`config.mk`:
```
export PLATFORM = sky130hd
export DESIGN_NAME = nmbe_controller
export DESIGN_NICKNAME = d
export VERILOG_FILES = /design/src/rtl/nmbe_pkg.sv /design/src/rtl/nmbe_controller.sv
export SDC_FILE = /design/constraint.sdc
export NUM_CORES = 1
export LEC_CHECK = 0
export ABC_CLOCK_PERIOD_IN_PS = 3950
export BUFFER_PORTS_ARGS = -buffer_cell sky130_fd_sc_hd__buf_2
export CAP_MARGIN = 25
export CORE_MARGIN = 2
export CORE_UTILIZATION = 50
export CTS_CLUSTER_DIAMETER = 200
export DETAILED_ROUTE_END_ITERATION = 7
export GPL_TIMING_DRIVEN = 0
export HOLD_SLACK_MARGIN = 0.06
export PLACE_DENSITY = 0.72
export REMOVE_ABC_BUFFERS = 1
export SKIP_CTS_REPAIR_TIMING = 1
export SLEW_MARGIN = 20
export SYNTH_ARGS = -nofsm -noshare
export SYNTH_HDL_FRONTEND = slang
export SYNTH_SLANG_ARGS = --single-unit
```
`constraint.sdc`:
```
create_clock -name clk_i -period 3.95 [get_ports clk_i]
set_clock_uncertainty 0.05 [all_clocks]
set_input_delay 0.79 -clock clk_i [delete_from_list [all_inputs] [get_ports clk_i]]
set_output_delay 0.79 -clock clk_i [all_outputs]
set_load 0.03 [all_outputs]
```
`src/rtl/nmbe_pkg.sv`:
```
// ----------------------------------------------------------------------------
// nmbe_pkg: shared types and constants of the NTT butterfly engine
// Command codes, configuration register indexes, reset values and the
// control bundle that the controller hands to the datapath.
// ----------------------------------------------------------------------------
package nmbe_pkg;

  typedef enum logic [2:0] {
    FUNC_LOAD_COEFF = 3'd0,
    FUNC_LOAD_FWD   = 3'd1,
    FUNC_LOAD_INV   = 3'd2,
    FUNC_FORWARD    = 3'd3,
    FUNC_INVERSE    = 3'd4,
    FUNC_READ       = 3'd5
  } func_e;

  typedef enum logic [2:0] {
    CFG_MODULUS         = 3'd0,
    CFG_MODULUS_INVERSE = 3'd1,
    CFG_RADIX_BITS      = 3'd2,
    CFG_RADIX_MASK      = 3'd3,
    CFG_LOG_POINTS      = 3'd4
  } cfg_idx_e;

  localparam logic [30:0] ModulusReset        = 31'd8380417;
  localparam logic [31:0] ModulusInverseReset = 32'd58728449;
  localparam logic [5:0]  RadixBitsReset      = 6'd32;
  localparam logic [31:0] RadixMaskReset      = 32'hFFFF_FFFF;
  localparam logic [3:0]  LogPointsReset      = 4'd8;

  typedef struct packed {
    logic [30:0] modulus;
    logic [31:0] modulus_inverse;
    logic [5:0]  radix_bits;
    logic [31:0] radix_mask;
    logic [3:0]  log_points;
  } cfg_t;

  typedef enum logic [1:0] {
    WSEL_LOAD = 2'd0,
    WSEL_HI   = 2'd1,
    WSEL_LO   = 2'd2
  } wsel_e;

  typedef struct packed {
    logic  a_en;
    logic  b_en;
    logic  zeta_en;
    logic  x_en;
    logic  u_en;
    logic  p_en;
    logic  t_en;
    logic  out_en;
    logic  out_zero;
    logic  fwd;
    logic  coeff_we;
    logic  fwd_we;
    logic  inv_we;
    wsel_e wsel;
  } dp_ctrl_t;

endpackage

```
`src/rtl/nmbe_controller.sv`:
```
// ----------------------------------------------------------------------------
// nmbe_controller: command sequencer of the NTT butterfly engine
// Decodes commands, walks the butterfly loops and steps the datapath.
// ----------------------------------------------------------------------------
module nmbe_controller #(
  parameter int MaxPoints = 256
) (
  input  logic                         clk_i,
  input  logic                         rst_ni,
  input  logic                         cmd_valid_i,
  input  logic [2:0]                   cmd_func_i,
  input  logic [7:0]                   cmd_index_i,
  output logic                         cmd_ready_o,
  input  logic                         rsp_ready_i,
  output logic                         rsp_valid_o,
  input  logic [3:0]                   log_points_i,
  output nmbe_pkg::dp_ctrl_t           ctl_o,
  output logic [$clog2(MaxPoints)-1:0] coeff_raddr_o,
  output logic [$clog2(MaxPoints)-1:0] coeff_waddr_o,
  output logic [$clog2(MaxPoints)-1:0] tw_raddr_o,
  output logic [$clog2(MaxPoints)-1:0] tw_waddr_o
);

  localparam int AW     = $clog2(MaxPoints);
  localparam int CW     = AW + 1;
  localparam int LogMax = $clog2(MaxPoints + 1) - 1;

  typedef enum logic [11:0] {
    S_IDLE = 12'b0000_0000_0001,
    S_RD1  = 12'b0000_0000_0010,
    S_RD2  = 12'b0000_0000_0100,
    S_RDA  = 12'b0000_0000_1000,
    S_RDB  = 12'b0000_0001_0000,
    S_CAPB = 12'b0000_0010_0000,
    S_MULX = 12'b0000_0100_0000,
    S_MULU = 12'b0000_1000_0000,
    S_MULP = 12'b0001_0000_0000,
    S_SUMT = 12'b0010_0000_0000,
    S_WRA  = 12'b0100_0000_0000,
    S_WRB  = 12'b1000_0000_0000
  } state_e;

  state_e          state_q, state_d;
  logic [CW-1:0]   len_q, len_d, start_q, start_d, jo_q, jo_d, n_q, n_d;
  logic [AW-1:0]   k_q, k_d;
  logic            fwd_q, fwd_d, ok_q, ok_d, out_valid_q, out_valid_d;
  logic [7:0]      idx_q, idx_d;
  logic [3:0]      lp_sat;
  logic [CW-1:0]   n_run, j_sum;
  logic [AW-1:0]   a_addr, b_addr, idx_addr, rd_addr;
  logic            ok;

  assign lp_sat   = (log_points_i > 4'(LogMax)) ? 4'(LogMax) : log_points_i;
  assign n_run    = CW'(1) << lp_sat;
  assign j_sum    = start_q + jo_q;
  assign a_addr   = AW'(j_sum);
  assign b_addr   = AW'(j_sum + len_q);
  assign idx_addr = AW'(cmd_index_i);
  assign rd_addr  = AW'(idx_q);
  assign ok       = {24'd0, cmd_index_i} < 32'(MaxPoints);

  assign cmd_ready_o = (state_q == S_IDLE);
  assign rsp_valid_o = out_valid_q;
  assign tw_raddr_o  = k_q;
  assign tw_waddr_o  = idx_addr;

  always_comb begin
    state_d       = state_q;
    len_d         = len_q;
    start_d       = start_q;
    jo_d          = jo_q;
    n_d           = n_q;
    k_d           = k_q;
    fwd_d         = fwd_q;
    ok_d          = ok_q;
    idx_d         = idx_q;
    ctl_o         = '0;
    ctl_o.wsel    = nmbe_pkg::WSEL_LOAD;
    ctl_o.fwd     = fwd_q;
    coeff_raddr_o = a_addr;
    coeff_waddr_o = idx_addr;

    unique case (state_q)
      S_IDLE: begin
        if (cmd_valid_i) begin
          case (nmbe_pkg::func_e'(cmd_func_i))
            nmbe_pkg::FUNC_LOAD_COEFF: ctl_o.coeff_we = ok;
            nmbe_pkg::FUNC_LOAD_FWD:   ctl_o.fwd_we   = ok;
            nmbe_pkg::FUNC_LOAD_INV:   ctl_o.inv_we   = ok;
            nmbe_pkg::FUNC_FORWARD: begin
              if (n_run >= CW'(2)) begin
                fwd_d   = 1'b1;
                len_d   = n_run >> 1;
                start_d = '0;
                jo_d    = '0;
                k_d     = AW'(1);
                n_d     = n_run;
                state_d = S_RDA;
              end
            end
            nmbe_pkg::FUNC_INVERSE: begin
              if (n_run >= CW'(2)) begin
                fwd_d   = 1'b0;
                len_d   = CW'(1);
                start_d = '0;
                jo_d    = '0;
                k_d     = '0;
                n_d     = n_run;
                state_d = S_RDA;
              end
            end
            nmbe_pkg::FUNC_READ: begin
              idx_d   = cmd_index_i;
              ok_d    = ok;
              state_d = S_RD1;
            end
            default: ;
          endcase
        end
      end
      S_RD1: begin
        coeff_raddr_o = rd_addr;
        state_d       = S_RD2;
      end
      S_RD2: begin
        // The address is held so the read data stays valid while the slot is full.
        coeff_raddr_o = rd_addr;
        if (!out_valid_q || rsp_ready_i) begin
          ctl_o.out_en   = 1'b1;
          ctl_o.out_zero = !ok_q;
          state_d        = S_IDLE;
        end
      end
      S_RDA: begin
        coeff_raddr_o = a_addr;
        state_d       = S_RDB;
      end
      S_RDB: begin
        coeff_raddr_o = b_addr;
        ctl_o.a_en    = 1'b1;
        ctl_o.zeta_en = 1'b1;
        state_d       = S_CAPB;
      end
      S_CAPB: begin
        ctl_o.b_en = 1'b1;
        state_d    = S_MULX;
      end
      S_MULX: begin
        ctl_o.x_en = 1'b1;
        state_d    = S_MULU;
      end
      S_MULU: begin
        ctl_o.u_en = 1'b1;
        state_d    = S_MULP;
      end
      S_MULP: begin
        ctl_o.p_en = 1'b1;
        state_d    = S_SUMT;
      end
      S_SUMT: begin
        ctl_o.t_en = 1'b1;
        state_d    = S_WRA;
      end
      S_WRA: begin
        ctl_o.coeff_we = 1'b1;
        ctl_o.wsel     = nmbe_pkg::WSEL_HI;
        coeff_waddr_o  = a_addr;
        state_d        = S_WRB;
      end
      S_WRB: begin
        ctl_o.coeff_we = 1'b1;
        ctl_o.wsel     = nmbe_pkg::WSEL_LO;
        coeff_waddr_o  = b_addr;
        state_d        = S_RDA;
        if (jo_q + CW'(1) < len_q) begin
          jo_d = jo_q + CW'(1);
        end else begin
          jo_d = '0;
          k_d  = k_q + AW'(1);
          if (start_q + (len_q << 1) < n_q) begin
            start_d = start_q + (len_q << 1);
          end else begin
            start_d = '0;
            if (fwd_q) begin
              if (len_q == CW'(1)) begin
                state_d = S_IDLE;
              end else begin
                len_d = len_q >> 1;
              end
            end else begin
              if ((len_q << 1) >= n_q) begin
                state_d = S_IDLE;
              end else begin
                len_d = len_q << 1;
              end
            end
          end
        end
      end
      default: state_d = S_IDLE;
    endcase
  end

  assign out_valid_d = (out_valid_q && !rsp_ready_i) || ctl_o.out_en;

  always_ff @(posedge clk_i or negedge rst_ni) begin
    if (!rst_ni) begin
      state_q     <= S_IDLE;
      len_q       <= '0;
      start_q     <= '0;
      jo_q        <= '0;
      n_q         <= '0;
      k_q         <= '0;
      fwd_q       <= 1'b0;
      ok_q        <= 1'b0;
      idx_q       <= '0;
      out_valid_q <= 1'b0;
    end else begin
      state_q     <= state_d;
      len_q       <= len_d;
      start_q     <= start_d;
      jo_q        <= jo_d;
      n_q         <= n_d;
      k_q         <= k_d;
      fwd_q       <= fwd_d;
      ok_q        <= ok_d;
      idx_q       <= idx_d;
      out_valid_q <= out_valid_d;
    end
  end

  a_coeff_write_state: assert property (@(posedge clk_i) disable iff (!rst_ni)
    ctl_o.coeff_we |-> (state_q == S_IDLE || state_q == S_WRA || state_q == S_WRB))
    else $error("coefficient store written outside a load or butterfly write");

  a_butterfly_in_range: assert property (@(posedge clk_i) disable iff (!rst_ni)
    (state_q == S_RDA) |-> (len_q != '0 && (j_sum + len_q) < n_q))
    else $error("butterfly operand address beyond the transform length");

  a_read_delivers: assert property (@(posedge clk_i) disable iff (!rst_ni)
    (state_q == S_RD2 && !out_valid_q) |=> (out_valid_q && state_q == S_IDLE))
    else $error("read with a free output slot did not deliver");

endmodule

```
**Word level (Yosys, flattened, before mapping)**

Cells that the tools add are included.

- Input port bits: 19
- Register bits: 67
- Word-level logic and storage cells: 129

- Eq/ne operators: 33
- Add/sub/neg operators: 5
- Shift-type cells: 1
- $lt $le $gt $ge: 5
- Multiplexer cells: 55
- Reductions and logical operators: 20

Operators with widths:

| kind | count |
|---|---|
| one-hot mux 12 bit (12 select lines) | 1 |
| two-way mux 9 bit | 14 |
| two-way mux 12 bit | 6 |
| one-hot mux 9 bit (2 select lines) | 4 |
| one-hot mux 8 bit (2 select lines) | 4 |
| two-way mux 8 bit | 4 |
| one-hot mux 12 bit (2 select lines) | 1 |
| less-than comparator 9 bit | 2 |
| adder 8 bit | 2 |
| != test 2 bit, second input constant | 7 |
| == test 12 x 1 -> 1 bit, second input constant | 1 |
| == test 12 x 10 -> 1 bit, second input constant | 1 |
| == test 12 x 11 -> 1 bit, second input constant | 1 |
| == test 12 bit, second input constant | 1 |
| == test 12 x 2 -> 1 bit, second input constant | 1 |
| == test 12 x 3 -> 1 bit, second input constant | 1 |
| == test 12 x 4 -> 1 bit, second input constant | 1 |
| == test 12 x 5 -> 1 bit, second input constant | 1 |
| == test 12 x 6 -> 1 bit, second input constant | 1 |
| == test 12 x 7 -> 1 bit, second input constant | 1 |
| == test 12 x 8 -> 1 bit, second input constant | 1 |
| == test 12 x 9 -> 1 bit, second input constant | 1 |
| two-way mux 4 bit | 3 |
| != test 3 bit, second input constant | 4 |
| 30 further kinds | 55 |

**Logic depth before layout (Yosys ltp)**

- Depth in word-level cells: 8
- Gate-level depth with buffers: 15
- Depth with buffers taken out: 14

**Worst setup path after synthesis**

Ideal clock, no wire load.

- Kind: flip-flop to output port
- From: register jo_q[2]
- To: output coeff_raddr_o[7]
- Arrival: 3415 ps
- Buffers on the path: 0
- Cell stages (with the launch flop): 13
- Data required time: 3110 ps
- Slack: -305 ps
- Cell sequence: dfrtp_1 > ha_1 > nor2b_1 > o21a_1 > o21a_1 > nor2_1 > ha_1 > and3_1 > a221o_1 > o41ai_1 > xnor2_1 > xnor2_1 > o21ai_0

- Longest elaborated chain between the ends: 3

RTL lines:

| element | RTL line | source |
|---|---|---|
| from (decl) | nmbe_controller.sv:44 | `logic [CW-1:0] len_q, len_d, start_q, start_d, jo_q, jo_d, n_q, n_d;` |
| from (signal assigned) | nmbe_controller.sv:222 | `jo_q <= jo_d;` |
| adder 8 bit * | nmbe_controller.sv:55 | `assign j_sum = start_q + jo_q;` |
| adder 8 bit | nmbe_controller.sv:57 | `assign b_addr = AW'(j_sum + len_q);` |
| one-hot mux 8 bit (2 select lines) * | nmbe_controller.sv:83 | `unique case (state_q)` |
| to (decl) | nmbe_controller.sv:18 | `output logic [$clog2(MaxPoints)-1:0] coeff_raddr_o,` |

Mark *: on every way between the ends. The rest lies on a longest branch, timed or not.

**Final worst setup path**

- From: register jo_q[2]
- To: output coeff_waddr_o[7]

- Longest elaborated chain between the ends: 3

RTL lines:

| element | RTL line | source |
|---|---|---|
| adder 8 bit * | nmbe_controller.sv:55 |  |
| adder 8 bit | nmbe_controller.sv:57 |  |
| one-hot mux 8 bit (2 select lines) * | nmbe_controller.sv:83 |  |
| to (decl) | nmbe_controller.sv:19 | `output logic [$clog2(MaxPoints)-1:0] coeff_waddr_o,` |

Marked as above.

==> impl_metrics.json <==
{
  "run_status": "finished with violations",
  "violations": "negative setup slack",
  "period_needed_ns": 4.36,
  "ir_drop_mv": 0.195,
  "tritoncts": "built",
  "first_global_vias": 4314,
  "worst-endpoint-arrival_ns": 3.52,
  "synth_xor_area_share_pct": 5.59,
  "netlist_area_um2": 5170,
  "drive_gt1_share_pct": 25.9,
  "drt_iter0_drc": 263,
  "path_class": "flip-flop to output pin",
  "grt_start_max_net_pins": 35,
  "ys_ff_latch": 66,
  "overflow": 0,
  "period_share_pct": 110,
  "die_w_um": 106,
  "hold_viol": 0,
  "placedCellCount": 728,
  "async_flop_share_pct": 100,
  "diodes": 0,
  "cts_htree_levels": 3,
  "die_y_um": 106,
  "antenna_left": 0,
  "insertion_delay_ns": 0.34,
  "synthToLayoutAreaGrowth_pct": 17.8,
  "grt_pass1_wl_um": 21200,
  "layout_common_cells": "61 x dfrtp_1, 61 x buf_2, 43 x ha_1",
  "start_util_pct": 50.7,
  "seq_area_frac_synth_pct": 32.0,
  "synth-adder-area-share_pct": 12.3,
  "fin_area_um2": 6090,
  "rsz0062_at_grt": "yes",
  "clockRootBuffer": "clkbuf_8",
  "rr_startpoint": "len_q[0]",
  "leakage_uw": 0.00290,
  "dieArea_um2": 11200,
  "syn-mean-instance-area_um2": 9.38,
  "cts_made_buffers": 9,
  "synth-edff-count": 0,
  "place_area_um2": 5540,
  "fin_nets": 690,
  "max_cap_violations": 0,
  "clkSinkCount": 66,
  "syn_inst": 551,
  "hold_path.class": "primary input to async pin",
  "setup_violations": 4,
  "io_pins": 68,
  "crit_start": "jo_q[2]",
  "synthMuxAreaShare_pct": 5.62,
  "hpwlAfterDp_um": 9560,
  "clk_path_buf_depth": 2,
  "path_max_fanout": 5,
  "clkTransAtPathRegs_ns": 0.08,
  "cp.required_ns": 3.11,
  "cp-end-kind": "output pin",
  "ys.flop_type": "dfrtp_1",
  "drc": 0,
  "fmax_ghz": 0.229,
  "place_congestion": 0.867,
  "drt-total-wl_um": 13400,
  "dr_total_vias": 4522,
  "rows": 37,
  "fin_ws_ns": -0.411,
  "crit_path_start_kind": "flip-flop",
  "synth.distinct_cells": 68,
  "worstMarginPinSlew_ns": 0.900,
  "maxSlewHeadroom_pct": 39.6,
  "portBuffers": 67,
  "drv_slew": 0,
  "core_um2": 10200,
  "dr.pass1.iters": 5,
  "final_cell_count_no_fill": 762,
  "grt_usage_pct": 23.6,
  "synth-simple-area-share_pct": 21.7,
  "yosysWarnings": 0,
  "vias_per_cell": 5.93,
  "power_density_nw_per_um2": 357,
  "timing.setup.tns_ns": -0.944,
  "synth_top_family_by_area": "simple AND/OR/NAND/NOR gates",
  "wl_per_cell_um": 17.6,
  "antenna_found_initial": 0,
  "synth-compound-area-share_pct": 17.3
}
-- cells in the mapped netlist (all sizes together), types with 9 or more instances --
cell type  instances  area share [%]
nor2b             11             1.3
ha                46              11
nand2             32             2.3
nor3              20             2.0
a22o              13             2.2
xnor2             20             3.4
nand3             16             1.8
xor2              13             2.2
inv               34             2.5
mux2i             11             2.1
clkbuf            14             1.0
a22oi             10             1.5
mux2              14             3.5
or3                9             1.1
o21ai             36             3.6
and3               9             1.1
nor2              38             2.8
buf               13             2.0
a21oi             14             1.4
dfrtp             65              31
-- logic make-up (layout without fill, tap and decap cells) --
group | after synthesis | in the layout
AOI/OAI and AO/OA | 126 | 126
muxes | 25 | 25
DFF | 66 | 66
and+or+nand+nor | 190 | 190
adders and majority gates | 49 | 49
other | 1 | 1
buffers and inverters | 61 | 136
xor gates and xnor gates | 33 | 33
-- final timing paths --
check                      depth (start not counted)  slack, ns          endpoint
max                                               13      -0.41  coeff_waddr_o[7]
min                                                1       0.34        state_q[9]
max reg2reg                                       15       0.22          len_q[5]
min reg2reg                                        1       0.43              ok_q
max in group asynchronous                          2       2.91        state_q[0]
min in group clk_i                                 1       0.43              ok_q
-- where the power goes --
part | internal, uW | switching [uW] | leakage (uW)
logic | 292 | 386 | 0.00191
clock network | 368 | 272 | 0.000112
registers | 745 | 108 | 0.000879
total | 1410 | 766 | 0.00290
-- critical path, cell delays in order (launching register included) --
cell and delay (ns):
dfrtp_2 0.44, ha_4 0.27, nor2b_2 0.15, o21a_1 0.22, o21a_1 0.22, nor2_4 0.12, ha_4 0.23, and3_4 0.14
a221o_1 0.32, o41ai_2 0.37, xnor2_1 0.21, xnor2_1 0.13, o21ai_1 0.16, buf_4 0.19
-- flip-flops by register name (all words and copies together), names as in the netlist --
signal	cells
state_q	12
start_q	8
jo_q	9
n_q	9
len_q	9
rsp_valid_o	1
tw_raddr_o	8
ok_q	1
fwd_q	1
idx_q	8
-- through the flow --
stage	hold slack [ns]	setup slack (ns)	utilization (%)	total power [uW]
5_1_grt	0.364	-0.578	59.8	2300
6_report	0.338	-0.411	59.8	2170
3_5_place_dp	0.413	-0.309	54.4	1480
3_3_place_gp	0.405	-0.237	54.2	1440
4_1_cts	0.347	-0.696	56.5	2120
2_1_floorplan	0.391	-0.305	-	1280
-- metal layers --
| layer | global-route usage, % | up-vias | wire length (um) |
|---|---|---|---|
| met2 | 39.0 | 135 | 6370 |
| li1 | - | 2178 | - |
| met5 | 0 | - | 0 |
| met4 | 9.30 | 0 | 369 |
| met3 | 3.03 | 28 | 603 |
| met1 | 31.5 | 2181 | 6050 |
-- layout make-up --
class	count	area, um^2
Clock buffer	10	138
Clock inverter	5	78.8
Fill cell	861	4100
Inverter	34	128
Multi-Input combinational cell	424	3380
Sequential cell	66	1660
Tap cell	136	170
Timing Repair Buffer	87	533
No activity file was read; power rests on OpenSTA's default activity.
